**src/rtl/necir_pkg.sv**
```systemverilog
`default_nettype none
package necir_pkg;

  localparam int unsigned COUNT_WIDTH_DEF = 16;
  localparam int unsigned REG_WIDTH       = 16;
  localparam int unsigned FRAME_BITS      = 32;
  localparam int unsigned APB_AW          = 5;
  localparam int unsigned APB_DW          = 32;

  localparam logic [REG_WIDTH-1:0] HDR_MARK_RST   = 16'd9000;
  localparam logic [REG_WIDTH-1:0] HDR_SPACE_RST  = 16'd4500;
  localparam logic [REG_WIDTH-1:0] BIT_MARK_RST   = 16'd562;
  localparam logic [REG_WIDTH-1:0] ONE_SPACE_RST  = 16'd1687;
  localparam logic [REG_WIDTH-1:0] ZERO_SPACE_RST = 16'd562;

  typedef enum logic [2:0] {
    REG_HDR_MARK   = 3'd0,
    REG_HDR_SPACE  = 3'd1,
    REG_BIT_MARK   = 3'd2,
    REG_ONE_SPACE  = 3'd3,
    REG_ZERO_SPACE = 3'd4
  } reg_idx_e;

  typedef enum logic {
    KIND_TICK  = 1'b0,
    KIND_START = 1'b1
  } item_kind_e;

endpackage
`default_nettype wire

```
**src/rtl/nec_ir_frame_transmitter.sv**
```systemverilog
// NEC infrared envelope generator, one result item for every input item.
// Throughput: one item per cycle unless a result waits and the consumer stalls;
// the frame state and the result register update together in the accept cycle,
// so ticks and starts may come back to back.
// Reset: idle, no frame in progress, timing registers at standard NEC values.
`default_nettype none
module nec_ir_frame_transmitter
  import necir_pkg::*;
#(
  parameter int unsigned COUNT_WIDTH = COUNT_WIDTH_DEF
) (
  input  wire logic              clk_i,
  input  wire logic              rst_ni,
  // item input
  input  wire logic              in_valid_i,
  output logic                   in_stall_o,
  input  wire logic              kind_i,
  input  wire logic [7:0]        address_i,
  input  wire logic [7:0]        command_i,
  // result output
  output logic                   out_valid_o,
  input  wire logic              out_stall_i,
  output logic                   ir_envelope_o,
  output logic                   busy_res_o,
  output logic                   frame_done_o,
  output logic                   rejected_o,
  // configuration
  input  wire logic              psel,
  input  wire logic              penable,
  input  wire logic              pwrite,
  input  wire logic [APB_AW-1:0] paddr,
  input  wire logic [APB_DW-1:0] pwdata,
  output logic [APB_DW-1:0]      prdata,
  output logic                   pready
);

  typedef enum logic [2:0] {
    PH_IDLE       = 3'd0,
    PH_HDR_MARK   = 3'd1,
    PH_HDR_SPACE  = 3'd2,
    PH_BIT_MARK   = 3'd3,
    PH_BIT_SPACE  = 3'd4,
    PH_TRAIL_MARK = 3'd5
  } phase_e;

  logic [REG_WIDTH-1:0] hdr_mark_q, hdr_space_q, bit_mark_q, one_space_q, zero_space_q;

  phase_e               phase_q, phase_d;
  logic [COUNT_WIDTH-1:0] remain_q, remain_d;
  logic [5:0]           bits_left_q, bits_left_d;
  logic [FRAME_BITS-1:0] shift_q, shift_d;

  logic out_valid_q;
  logic env_q, busy_q, done_q, rej_q;
  logic env_d, done_d, rej_d;
  logic accept;
  logic busy_now;
  logic [5:0] bits_dec;

  // truncate to the counter width; a zero length still lasts one tick
  function automatic logic [COUNT_WIDTH-1:0] count_of(input logic [REG_WIDTH-1:0] r);
    logic [COUNT_WIDTH+REG_WIDTH-1:0] ext;
    logic [COUNT_WIDTH-1:0] v;
    ext = {{COUNT_WIDTH{1'b0}}, r};
    v   = ext[COUNT_WIDTH-1:0];
    return (v == '0) ? {{(COUNT_WIDTH-1){1'b0}}, 1'b1} : v;
  endfunction

  function automatic logic is_busy(input phase_e ph);
    return (ph == PH_HDR_MARK) || (ph == PH_HDR_SPACE) || (ph == PH_BIT_MARK) ||
           (ph == PH_BIT_SPACE) || (ph == PH_TRAIL_MARK);
  endfunction

  function automatic logic level_of(input phase_e ph);
    return (ph == PH_HDR_MARK) || (ph == PH_BIT_MARK) || (ph == PH_TRAIL_MARK);
  endfunction

  // configuration port
  logic     cfg_wr;
  reg_idx_e cfg_idx;

  assign pready  = 1'b1;
  assign cfg_wr  = psel && penable && pwrite;
  assign cfg_idx = reg_idx_e'(paddr[APB_AW-1:2]);

  always_ff @(posedge clk_i or negedge rst_ni) begin
    if (!rst_ni) begin
      hdr_mark_q   <= HDR_MARK_RST;
      hdr_space_q  <= HDR_SPACE_RST;
      bit_mark_q   <= BIT_MARK_RST;
      one_space_q  <= ONE_SPACE_RST;
      zero_space_q <= ZERO_SPACE_RST;
    end else if (cfg_wr) begin
      case (cfg_idx)
        REG_HDR_MARK:   hdr_mark_q   <= pwdata[REG_WIDTH-1:0];
        REG_HDR_SPACE:  hdr_space_q  <= pwdata[REG_WIDTH-1:0];
        REG_BIT_MARK:   bit_mark_q   <= pwdata[REG_WIDTH-1:0];
        REG_ONE_SPACE:  one_space_q  <= pwdata[REG_WIDTH-1:0];
        REG_ZERO_SPACE: zero_space_q <= pwdata[REG_WIDTH-1:0];
        default: ;
      endcase
    end
  end

  always_comb begin
    prdata = '0;
    case (cfg_idx)
      REG_HDR_MARK:   prdata[REG_WIDTH-1:0] = hdr_mark_q;
      REG_HDR_SPACE:  prdata[REG_WIDTH-1:0] = hdr_space_q;
      REG_BIT_MARK:   prdata[REG_WIDTH-1:0] = bit_mark_q;
      REG_ONE_SPACE:  prdata[REG_WIDTH-1:0] = one_space_q;
      REG_ZERO_SPACE: prdata[REG_WIDTH-1:0] = zero_space_q;
      default:        prdata = '0;
    endcase
  end

  // hold the input while a result waits and the consumer stalls
  assign in_stall_o = out_valid_q && out_stall_i;
  assign accept     = in_valid_i && !in_stall_o;
  assign busy_now   = is_busy(phase_q);
  assign bits_dec   = (bits_left_q != '0) ? bits_left_q - 6'd1 : 6'd0;

  always_comb begin
    phase_d     = phase_q;
    remain_d    = remain_q;
    bits_left_d = bits_left_q;
    shift_d     = shift_q;
    env_d       = 1'b0;
    done_d      = 1'b0;
    rej_d       = 1'b0;
    if (kind_i == KIND_START) begin
      if (busy_now) begin
        rej_d = 1'b1;
        env_d = level_of(phase_q);
      end else begin
        shift_d     = {address_i, ~address_i, command_i, ~command_i};
        bits_left_d = 6'(FRAME_BITS);
        phase_d     = PH_HDR_MARK;
        remain_d    = count_of(hdr_mark_q);
        env_d       = 1'b1;
      end
    end else if (busy_now) begin
      env_d = level_of(phase_q);
      if (remain_q > {{(COUNT_WIDTH-1){1'b0}}, 1'b1}) begin
        remain_d = remain_q - {{(COUNT_WIDTH-1){1'b0}}, 1'b1};
      end else begin
        case (phase_q)
          PH_HDR_MARK: begin
            phase_d  = PH_HDR_SPACE;
            remain_d = count_of(hdr_space_q);
          end
          PH_HDR_SPACE: begin
            phase_d  = PH_BIT_MARK;
            remain_d = count_of(bit_mark_q);
          end
          PH_BIT_MARK: begin
            phase_d  = PH_BIT_SPACE;
            remain_d = count_of(shift_q[FRAME_BITS-1] ? one_space_q : zero_space_q);
          end
          PH_BIT_SPACE: begin
            shift_d     = {shift_q[FRAME_BITS-2:0], 1'b0};
            bits_left_d = bits_dec;
            phase_d     = (bits_dec == '0) ? PH_TRAIL_MARK : PH_BIT_MARK;
            remain_d    = count_of(bit_mark_q);
          end
          default: begin
            phase_d  = PH_IDLE;
            remain_d = '0;
            done_d   = 1'b1;
          end
        endcase
      end
    end
  end

  always_ff @(posedge clk_i or negedge rst_ni) begin
    if (!rst_ni) begin
      phase_q     <= PH_IDLE;
      remain_q    <= '0;
      bits_left_q <= '0;
      shift_q     <= '0;
      out_valid_q <= 1'b0;
    end else begin
      if (accept) begin
        phase_q     <= phase_d;
        remain_q    <= remain_d;
        bits_left_q <= bits_left_d;
        shift_q     <= shift_d;
        out_valid_q <= 1'b1;
      end else if (!out_stall_i) begin
        out_valid_q <= 1'b0;
      end
    end
  end

  always_ff @(posedge clk_i) begin
    if (accept) begin
      env_q  <= env_d;
      busy_q <= is_busy(phase_d);
      done_q <= done_d;
      rej_q  <= rej_d;
    end
  end

  assign out_valid_o   = out_valid_q;
  assign ir_envelope_o = env_q;
  assign busy_res_o    = busy_q;
  assign frame_done_o  = done_q;
  assign rejected_o    = rej_q;

endmodule
`default_nettype wire

```
**config.mk**
```make
export PLATFORM = sky130hd
export DESIGN_NAME = nec_ir_frame_transmitter
export DESIGN_NICKNAME = d
export VERILOG_FILES = /design/src/rtl/necir_pkg.sv /design/src/rtl/nec_ir_frame_transmitter.sv
export SDC_FILE = /design/constraint.sdc
export NUM_CORES = 1
export LEC_CHECK = 0
export ABC_AREA = 1
export BUFFER_PORTS_ARGS = -buffer_cell sky130_fd_sc_hd__buf_2
export CORE_UTILIZATION = 51
export CTS_CLUSTER_SIZE = 30
export DETAILED_ROUTE_END_ITERATION = 10
export PLACE_DENSITY = 0.72
export RECOVER_POWER = 100
export SYNTH_ARGS = -nofsm -noshare
export SYNTH_HDL_FRONTEND = slang
export SYNTH_SLANG_ARGS = --single-unit
```
**constraint.sdc**
```tcl
create_clock -name clk_i -period 2.3 [get_ports clk_i]
set_input_delay 0.345 -clock clk_i [delete_from_list [all_inputs] [get_ports clk_i]]
set_output_delay 0.345 -clock clk_i [all_outputs]
set_load 0.1 [all_outputs]
```
-- After elaboration in Yosys (flattened, before gate mapping)
Cells that the tools add are included.
- flip-flop bits (word level): 142
- bits in latches: 0
- memory bits (writable): 0
- ROM bits: 0
- input bits: 61
- output and inout bits: 39
- word-level logic and storage cells: 106
- memories kept: 0
- $add $sub $neg: 2
- multipliers: 0
- div/mod/pow operators: 0
- magnitude comparators: 1
- equal/unequal tests: 17
- shifts and indexed selects: 0
- muxes and demuxes: 35
- bitwise operators: 3
- reductions and logical operators: 34
- operators by type and width (cell ; number):
    $mux W32 ; 5
    $mux W16 ; 9
    $pmux W16 S5 ; 1
    $logic_not A16 Y1 ; 4
    $pmux W16 S3 ; 1
    $mux W6 ; 6
    $eq A3 B2 Y1 const B ; 6
    $gt A16 B1 Y1 const B ; 1
    $not A8 Y8 ; 2
    $sub A16 B1 Y16 const B ; 1
    $eq A3 B3 Y1 const B ; 5
    $mux W3 ; 5
    $pmux W3 S4 ; 1
    $logic_or A1 B1 Y1 ; 10
    $reduce_and A2 Y1 ; 5
    $eq A3 B1 Y1 const B ; 3
    $mux W1 ; 7
    $logic_not A6 Y1 ; 1
    $reduce_bool A6 Y1 ; 1
    $sub A6 B1 Y6 const B ; 1
    $reduce_and A5 Y1 ; 1
    $logic_and A1 B1 Y1 ; 4
    $ne A2 B2 Y1 const B ; 2
    $reduce_bool A2 Y1 ; 2
    other kinds (8) ; 8

-- Depth between registers and ports, before layout
Gate-level depths: netlist (run 1).
- depth in word-level cells: 13
- mapped depth: 18
- depth with buffers taken out: 18

-- Least setup slack after synthesis (run 1)
Ideal clock, no wire load.
- path type: input to output
- from: in paddr[4]
- to: out prdata[0]
- arrival: 2.640 ns
- required time: 1.955 ns
- slack: -0.685 ns
- stages: 3
- path buffers: 0
- path through: nor2_1 > nand2_1 > o21ai_0
- longest elaborated chain between the ends: 2
- elaborated cells on any way between the ends: 6
- those cells by class: eq/ne (4); mux (1); reduce/logical (1)
- ends and longest elaborated chain (item ; RTL line ; text):
    start, declared ; nec_ir_frame_transmitter.sv:31 ; input wire logic [APB_AW-1:0] paddr,
    $eq A3 B3 Y1 (tied with other cells) ; nec_ir_frame_transmitter.sv:107 ; case (cfg_idx)
    $pmux W16 S5 * ; nec_ir_frame_transmitter.sv:107 ;
    end, declared ; nec_ir_frame_transmitter.sv:33 ; output logic [APB_DW-1:0] prdata,
Every way passes the cells marked *; elsewhere a longest branch is shown, timed or not.

-- Final worst setup path (run 1)
- from: reg hdr_space_q[4]
- to: out prdata[4]
- longest elaborated chain between the ends: 1
- ends and longest elaborated chain (item ; RTL line ; text):
    start, declared ; nec_ir_frame_transmitter.sv:46 ; logic [REG_WIDTH-1:0] hdr_mark_q, hdr_space_q, bit_mark_q, one_space_q, zero_space_q;
    start signal, assigned ; nec_ir_frame_transmitter.sv:96 ; REG_HDR_SPACE: hdr_space_q <= pwdata[REG_WIDTH-1:0];
    $pmux W16 S5 ; nec_ir_frame_transmitter.sv:107 ;
Every way passes these cells.

==> results of run 1 <==
==> Yosys cell counts (9+ instances only) <==
cell	instances
or2_2	26
o22ai_1	14
buf_4	19
o21ai_1	9
clkbuf_1	29
inv_1	79
dfrtp_1	113
a22o_1	9
nand4_1	13
nand2_1	271
a22oi_1	9
a21oi_1	44
nand3_1	38
nor2_1	37
o21ai_0	156
dfstp_2	25
o21a_1	15
==> metal layers <==
layer	vias up	GRT usage, %
li1	3484	-
met2	318	41.6
met5	-	0
met1	3393	40.3
met3	41	5.86
met4	0	10.2
==> cell type report <==
class	count	share of cell area [%]
Tap cell	184	2.55
Sequential cell	142	39.9
Clock inverter	13	1.70
Clock buffer	19	5.02
Timing Repair Buffer	102	7.00
Inverter	87	3.78
Multi-Input combinational cell	726	40.0
==> sequential cells by signal, summed over array words and instances, names as in the netlist, 3 cells and up <==
name	cells
shift_q	32
bit_mark_q	16
bits_left_q	6
hdr_mark_q	16
one_space_q	16
remain_q	16
hdr_space_q	16
phase_q	3
zero_space_q	16
==> cells by family (layout without fill, tap and decap cells) <==
kind of cell             after synthesis  in the layout  share of synthesized area, %
other                                  2             17                        0.0961
buffers and inverters                147            221                          8.34
adder cells (fa/ha/maj)                5              5                         0.801
AND/OR/NAND/NOR                      417            417                          23.4
flip-flops                           142            142                          46.1
AO/OA/AOI/OAI                        282            282                          20.7
multiplexers                           1              1                         0.128
XOR/XNOR                               4              4                         0.448
==> power by group through the flow <==
stage               Combinational [W]  Clock, W  Sequential (W)
detailed placement            0.00357         0         0.00395
finish                        0.00351   0.00280         0.00396
CTS                           0.00361   0.00284         0.00394
global placement              0.00349         0         0.00394
global route                  0.00391   0.00294         0.00405
floorplan                     0.00259         0         0.00385
==> through the flow <==
step	cells	worst slack, ns	setup TNS (ns)	util, %	area, um^2
after global routing	1273	0.0108	0	61.2	9030
after floorplan	1015	-0.178	-0.834	-	7900
after global placement	1240	0.165	0	58.8	8680
final	1273	0.156	0	61.2	9030
after detailed placement	1240	0.107	0	58.8	8680
after CTS	1273	0.0827	0	63.0	9300
==> repair_timing <==
action / 4_1_cts / 5_1_grt
gates resized for setup: 0 / 7
endpoints found under the setup margin: 0 / 25
endpoints found under the hold margin: 25 / 0
hold buffers: 1 / 0
setup buffers: 0 / 0
==> critical path: stages, from the launching register on <==
cell and delay (ns):
dfstp_2 0.53, inv_1 0.07, o211ai_1 0.20, a221o_1 0.15, buf_2 0.42
==> final timing paths <==
kind                                     start             end  slack, ns  depth (start not counted)
worst max-delay path            hdr_space_q[4]       prdata[4]       0.16                          4
worst min-delay path                in_valid_i     out_valid_o       0.13                          3
worst max register to register     remain_q[0]    remain_q[14]       0.19                         10
worst min register to register     shift_q[26]     shift_q[26]       0.48                          2
max in group asynchronous               rst_ni     out_valid_o       0.41                          3
min in group asynchronous               rst_ni  hdr_space_q[5]       0.66                          2
==> results.toml, run 1 <==
[outcome]
status = "complete, no violations"

[sta]
rsz0062_at_grt = "false"
max-slew-margin-rel_pct = 22.5
fin_crit_sh_pct = 93.2
skew_ns = 0.0112
drv_slew = 0
finalSetupViolCount = 0
timing.final.crit_period_ns = 2.14
tightest_slew_ns = 1.17
hold_viol = 0
max_freq_mhz = 466
worst_hold_slack_ns = 0.130

[route]
vias = 7236
dr.pass1.iters = 5
avgRoutedWirePerCell_um = 16.4
drt-met1-wl_um = 9570
met2_length_um = 9170
drt_iter0_drc = 774
viasPerCell = 5.68
highest_layer = "met4"
ant_nets = 0
routed_wl_um = 20800
route.met3.wl_um = 1630
drc = 0

[floorplanning]
die_h_um = 126
coreArea_um2 = 14800
placementRows = 44
initial_core_util_pct = 53.0
io_pins = 100
die_area_um2 = 15800
dieWidth_um = 126

[yosys]
synthTopCellsByArea = "dfrtp_1 36%, nand2_1 13%, o21ai_0 10%"
yosys_register_bits = 142
syn-mean-instance-area_um2 = 7.81
syn_area_um2 = 7810
synthArstFlopShare_pct = 97.2
ys_dominant_reg_cell = "dfrtp_1"
synth_cell_type_count = 48
synth_top_cell_area_share_pct = 36.2
yosysWarnings = 0
synth_largest_area_cell = "dfrtp_1"
synth_edf_count = 4
postSynthCellCount = 1000
ys_seq_area_share_pct = 46.1

[pwr]
leakage_nw = 4.22
power_density_nw_per_um2 = 1140
power_frac_seq_pct = 38.6
internal_power_w = 0.00621
peakVddDrop_uv = 758
power_w = 0.0103
p_clk_share_pct = 27.3
power_frac_comb_pct = 34.2
p_switching_w = 0.00405
switching_share_pct = 39.4

[layout]
drive_above_1_share_pct = 17.4
fillCellCount = 1331
antennaDiodeCount = 0
final_cell_mix = "270 x nand2_1, 159 x o21ai_0, 112 x dfrtp_1"
multi_input_area_um2 = 3610
synthToLayoutAreaGrowth_pct = 15.5
final_common_cell = "nand2_1"
register_area_um2 = 3610
nNetsFinal = 1142

[critical_path]
criticalPathCategory = "reg2out"
crit_path_start_kind = "flip-flop"
crit_fanout = 3
crit_required_ns = 1.96
crit_arrival_ns = 1.80
end_kind = "primary output"

[grt]
grt_pass1_wl_um = 34400
antenna_found_initial = 0
grt.total_usage_pct = 28.0
grt_overflow_total = 0
grt_pass1_vias = 6668
grt_max_degree = 54

[clocking]
h-tree-depth = 4
cts_max_path_buffers = 2
cts_tree = "yes"
clock_latency_ns = 0.43
clock-sinks = 142
clk_pin_slew_ns = 0.07
clock-root-buffer = "clkbuf_16"
cts_made_buffers = 17

[run]
drv_cap = 0

[placement]
dp_hpwl_um = 14600
gp_congestion = 0.923
portBuffers = 64

[worst_hold_path]
hold_path.class = "in2reg"
Power figures use the tool's default switching activity.
==> run 2, diff against run 1 <==
--- a/config.mk
+++ b/config.mk
@@ -5,12 +5,11 @@
 export SDC_FILE = /design/constraint.sdc
 export NUM_CORES = 1
 export LEC_CHECK = 0
-export ABC_AREA = 1
 export BUFFER_PORTS_ARGS = -buffer_cell sky130_fd_sc_hd__buf_2
 export CORE_UTILIZATION = 51
 export CTS_CLUSTER_SIZE = 30
 export DETAILED_ROUTE_END_ITERATION = 10
-export PLACE_DENSITY = 0.72
+export PLACE_DENSITY = 0.74
 export RECOVER_POWER = 100
 export SYNTH_ARGS = -nofsm -noshare
 export SYNTH_HDL_FRONTEND = slang
==> constraint.sdc (replaced) <==
create_clock -name clk_i -period 1.8 [get_ports clk_i]
set_input_delay 0.27 -clock clk_i [delete_from_list [all_inputs] [get_ports clk_i]]
set_output_delay 0.27 -clock clk_i [all_outputs]
set_load 0.1 [all_outputs]
==> run 2 against run 1 <==
  * The run now ends with setup timing left
  * First-iteration DRC count increased by 28%
  * Die area increased by 0.68%
  * Count of clock-buffer cells in the layout unchanged
  * Non-clock buffer count increased by 167
  * Critical path depth increased by 3
  * Routed wire length increased by 53%
  * Critical path type is now reg2reg
  * Critical endpoint is now remain_q[11]
  * Largest power group is now combinational logic
==> results.toml, run 2 <==
[floorplanning]
placementRows = 45
die_area_um2 = 15900
initial_core_util_pct = 52.0
die_h_um = 126
dieWidth_um = 126
coreArea_um2 = 15100
io_pins = 100

[placement]
dp_hpwl_um = 17300
dp.cells = 1136
gp_congestion = 0.938
portBuffers = 64

[grt]
grt_pass1_vias = 7966
grt_max_degree = 51
grt.total_usage_pct = 36.2
grt_pass1_wl_um = 43500
grt_overflow_total = 0
antenna_found_initial = 0

[clocking]
cts_tree = "yes"
cts_max_path_buffers = 2
clk_pin_slew_ns = 0.07
cts_made_buffers = 17
clock-root-buffer = "clkbuf_16"
h-tree-depth = 4
clock-sinks = 142
clock_latency_ns = 0.44

[yosys]
yosysWarnings = 0
syn_area_um2 = 7870
synthMostInstantiatedCell = "dfrtp_1"
synth_edf_count = 4
synthArstFlopShare_pct = 97.2
yosys_register_bits = 142
synth_common_cells = "113 x dfrtp_1, 84 x mux2_2, 78 x nand2_1"
ys_dominant_reg_cell = "dfrtp_1"
synthTopCellsByArea = "dfrtp_1 36%, mux2_2 12%, dfstp_2 8.3%"
synth_top_cell_area_share_pct = 35.9
ys_seq_area_share_pct = 45.8
synth_cell_type_count = 71
postSynthCellCount = 772
syn-mean-instance-area_um2 = 10.2
synth_largest_area_cell = "dfrtp_1"

[pwr]
power_w = 0.0139
peakVddDrop_uv = 897
leakage_nw = 5.19
power_density_nw_per_um2 = 1170

[sta]
finalSetupViolCount = 89
hold_viol = 0
fin_crit_sh_pct = 129
rsz0062_at_grt = "true"
timing.final.crit_period_ns = 2.33
fin_ws_ns = -0.528
tightest_slew_ns = 1.49
max-slew-margin-rel_pct = 0.998
drv_slew = 0
max_freq_mhz = 430
skew_ns = 0.0153

[layout]
synthToLayoutAreaGrowth_pct = 51.1
regMostFlops = "shift_q"
nNetsFinal = 1077
fillCellCount = 790
largest_reg_flops = 32
drive_above_1_share_pct = 55.8
fin_cells = 1212
final_cell_mix = "145 x buf_4, 108 x dfrtp_1, 83 x mux2_2"
final_common_cell = "buf_4"
antennaDiodeCount = 0

[critical_path]
regToRegSetupSlack_ns = -0.53
cp_top_family = "simple AND/OR/NAND/NOR gates"
end_kind = "flip-flop"
crit_chain = "or4_4, nor4_4, buf_4, and2_4, nor2_4, a21boi_2, a2111o_1"
cpMaxStageDelayCell = "or4_4"
r2r-end = "remain_q[11]"
crit_fanout = 6
crit_arrival_ns = 2.64
crit_path_start_kind = "flip-flop"
crit_required_ns = 2.11
criticalPathCategory = "reg2reg"
rr_startpoint = "remain_q[2]"
r2r_cells = 7
critPathMaxStageDelay_ns = 0.59
worstPathBufferInverterCount = 1

[route]
avgRoutedWirePerCell_um = 26.3
dr.pass1.iters = 6
ant_nets = 0
viasPerCell = 6.75
vias = 8181
routed_wl_um = 31800
drt_iter0_drc = 987
drc = 0

[worst_hold_path]
worstHoldStart = "in_valid_i"
hold_path.class = "in2reg"
holdPathStages = 2
hold_path_end = "out_valid_o"

[run]
drv_cap = 0

[outcome]
status = "finished, violations left"
violations = "setup timing"
run 2: kinds of logic (layout without fill, tap and decap cells):
group,Yosys count,count (layout),synth area share [%]
simple gates,224,225,14.0
compound gates,185,185,15.7
flops,142,142,45.8
mux,127,127,17.6
buf+inv,79,315,5.10
xor+xnor,8,8,0.890
fa+ha+maj,5,5,0.795
other cells,2,17,0.0954
run 2: per-layer routing:
metal	part of all wire (%)	vias up	routed length [um]	track usage [%]
met1	35	3912	11000	44.7
met2	48	725	15300	59.6
met4	6.9	0	2200	19.3
li1	-	3308	-	-
met3	11	236	3360	7.82
met5	0	-	0	0
run 2: final cells by class:
class / count / area (um^2) / share of cell area (%)
Clock buffer: 19 / 443 / 3.72
Clock inverter: 13 / 188 / 1.58
Inverter: 14 / 52.6 / 0.442
Multi-Input combinational cell: 567 / 4850 / 40.8
Sequential cell: 142 / 3610 / 30.4
Tap cell: 188 / 235 / 1.98
Timing Repair Buffer: 269 / 2510 / 21.1
run 2: worst max-delay path by stage:
stage | start | endpoint | slack, ns | cells past startpoint
2_1_floorplan | remain_q[13] | bits_left_q[1] | -0.35 | 9
3_3_place_gp | remain_q[12] | phase_q[2] | -0.43 | 7
3_5_place_dp | remain_q[12] | phase_q[2] | -0.49 | 7
4_1_cts | remain_q[3] | remain_q[9] | -0.40 | 7
5_1_grt | remain_q[2] | busy_res_o | -0.56 | 8
6_report | remain_q[2] | remain_q[11] | -0.53 | 7
run 2: where the power goes:
| group | internal, W | switching [W] |
|---|---|---|
| clock network | 0.00236 | 0.00150 |
| registers | 0.00395 | 0.000777 |
| logic | 0.00249 | 0.00281 |
| total | 0.00880 | 0.00509 |
run 2: through the flow:
step                area (um^2)  setup WS (ns)  utilization (%)  TNS [ns]  hold slack [ns]
floorplan                  8290         -0.354                -    -16.51          -0.0256
global placement          10000         -0.432             66.3    -20.20            0.266
detailed placement        10000         -0.495             66.3    -22.99            0.267
CTS                       11300         -0.402             74.7    -23.11           0.0412
global route              11900         -0.562             78.5    -36.13           0.0452
finish                    11900         -0.528             78.5    -26.63           0.0333
run 2: what timing repair did:
action                                  in CTS  in global routing
setup buffers                               20                 21
endpoints found under the hold margin       37                  0
endpoints found under the setup margin      75                 75
hold buffers                                 1                  0
gates resized for setup                    102                145
pin swaps                                   35                 62
gates cloned                                 6                  2
==> run 3, diff against run 2 <==
--- a/config.mk
+++ b/config.mk
@@ -6,11 +6,14 @@
 export NUM_CORES = 1
 export LEC_CHECK = 0
 export BUFFER_PORTS_ARGS = -buffer_cell sky130_fd_sc_hd__buf_2
-export CORE_UTILIZATION = 51
+export CELL_PAD_IN_SITES_DETAIL_PLACEMENT = 1
+export CELL_PAD_IN_SITES_GLOBAL_PLACEMENT = 2
+export CORE_UTILIZATION = 34
 export CTS_CLUSTER_SIZE = 30
 export DETAILED_ROUTE_END_ITERATION = 10
-export PLACE_DENSITY = 0.74
+export PLACE_DENSITY_LB_ADDON = 0.1
 export RECOVER_POWER = 100
+export SETUP_SLACK_MARGIN = 0.1
 export SYNTH_ARGS = -nofsm -noshare
 export SYNTH_HDL_FRONTEND = slang
 export SYNTH_SLANG_ARGS = --single-unit
==> run 3 against run 2 <==
  * The run still ends with setup timing left
  * Count of clock-buffer cells in the layout is 1 lower
  * Critical path depth stayed put
  * Total power is 3.2% lower
  * Cell count is 9.7% higher
  * Clock skew is 0.0033 ns lower
  * Sequential cell count stayed put
  * Maximum frequency is 2.1% higher
  * Sequential power is 2% lower
  * Via count is 8.7% lower
  * Critical endpoint unchanged
  * Highest routed layer unchanged
==> results.toml, run 3 (same netlist as run 2, synthesis figures left out) <==
[floorplanning]
dieWidth_um = 154
coreArea_um2 = 22600
placementRows = 55
initial_core_util_pct = 34.8
die_h_um = 154
io_pins = 100
die_area_um2 = 23800

[layout]
multi_input_area_um2 = 4810
antennaDiodeCount = 0
largest_reg_flops = 32
fillCellCount = 2388
fin_cells = 1329
final_cell_mix = "157 x buf_4, 108 x dfrtp_1, 84 x mux2_2"
regMostFlops = "shift_q"
register_area_um2 = 3610
nNetsFinal = 1097
drive_above_1_share_pct = 56.1
final_common_cell = "buf_4"
synthToLayoutAreaGrowth_pct = 52.8

[critical_path]
end_kind = "flip-flop"
criticalPathCategory = "reg2reg"
cpMaxStageDelayCell = "or4_4"
crit_path_start_kind = "flip-flop"
startpoint = "remain_q[11]"
crit_arrival_ns = 2.59
crit_chain = "or4_4, nor4_4, buf_4, and2_4, nor2_2, a21boi_2, a2111o_1"
rr_startpoint = "remain_q[11]"
crit_fanout = 4
critPathMaxStageDelay_ns = 0.58
crit_required_ns = 2.11

[worst_hold_path]
worstHoldStart = "in_valid_i"
hold_path.class = "in2reg"

[sta]
skew_ns = 0.0119
max-slew-margin-rel_pct = 14.7
tightest_slew_ns = 1.28
worst_hold_slack_ns = 0.0436
fin_ws_ns = -0.480
fin_crit_sh_pct = 127
timing.final.crit_period_ns = 2.28
rsz0062_at_grt = "true"
hold_viol = 0
drv_slew = 0
finalSetupViolCount = 75
max_freq_mhz = 439

[grt]
grt_max_degree = 46
grt_pass1_vias = 8310
grt.total_usage_pct = 27.0
antenna_found_initial = 0
grt_overflow_total = 0
grt_pass1_wl_um = 48400

[clocking]
h-tree-depth = 4
clock-root-buffer = "clkbuf_16"
cts_max_path_buffers = 2
clk_pin_slew_ns = 0.07
cts_made_buffers = 17
cts_tree = "yes"
clock_latency_ns = 0.44
clock-sinks = 142

[route]
routed_wl_um = 31000
dr.pass1.iters = 5
ant_nets = 0
avgRoutedWirePerCell_um = 23.4
drc = 0
viasPerCell = 5.62
vias = 7471
drt_iter0_drc = 426

[pwr]
power_density_nw_per_um2 = 1120
leakage_nw = 5.27
peakVddDrop_uv = 565

[placement]
portBuffers = 64
dp_hpwl_um = 21500
dp.cells = 1253
gp_congestion = 0.945

[outcome]
violations = "setup timing"
status = "finished, violations left"

[run]
drv_cap = 0
## run 3: area by class of cell
class / count / area share (%)
clock buffer: 18 / 3.57
clock inverter: 14 / 1.24
inverter: 14 / 0.437
multi-input combinational: 567 / 40.0
sequential: 142 / 30.0
tap: 285 / 2.97
timing repair buffer: 289 / 21.8
## run 3: through the flow
stage	power (W)	setup WS, ns	area [um^2]	utilization, %	TNS (ns)
5_1_grt	0.0140	-0.542	12000	53.1	-33.83
4_1_cts	0.0132	-0.415	11900	52.6	-23.68
6_report	0.0134	-0.480	12000	53.1	-27.20
3_3_place_gp	0.00888	-0.542	10300	45.6	-19.04
3_5_place_dp	0.00904	-0.544	10300	45.6	-25.16
2_1_floorplan	0.00687	-0.354	8340	-	-16.43
## run 3: worst paths after layout
kind	cells past startpoint	to	slack, ns
worst max register to register	7	remain_q[11]	-0.48
worst max-delay path	7	remain_q[11]	-0.48
worst min register to register	2	shift_q[3]	0.49
max in group asynchronous	3	one_space_q[2]	0.18
min in group asynchronous	2	zero_space_q[10]	0.64
worst min-delay path	2	out_valid_o	0.04
## run 3: metal layers
metal,share of wire (%),GRT usage [%]
met1,44,35.4
met2,49,44.7
met3,4.4,5.58
met4,2.3,8.14
met5,0,0
## run 3: critical path: cells and delay by family, from the launching register on
family          cells  cell delay (ns)
simple gates        4             1.06
compound gates      2             0.51
flops               1             0.41
buf+inv             1             0.19
## run 3: power by group
part | leakage, nW | switching [W] | internal [W]
clock network | 0.278 | 0.00165 | 0.00196
logic | 3.28 | 0.00267 | 0.00251
registers | 1.71 | 0.000697 | 0.00395
total | 5.27 | 0.00501 | 0.00843
## run 3: repair_timing
action                                  in CTS  in global routing
hold buffers                                 1                  0
gates resized for setup                    177                 73
hold endpoints to repair                    31                  0
buffers inserted                            30                 12
gates cloned                                 9                  0
endpoints found under the setup margin      75                 75
pin swaps                                   47                 38
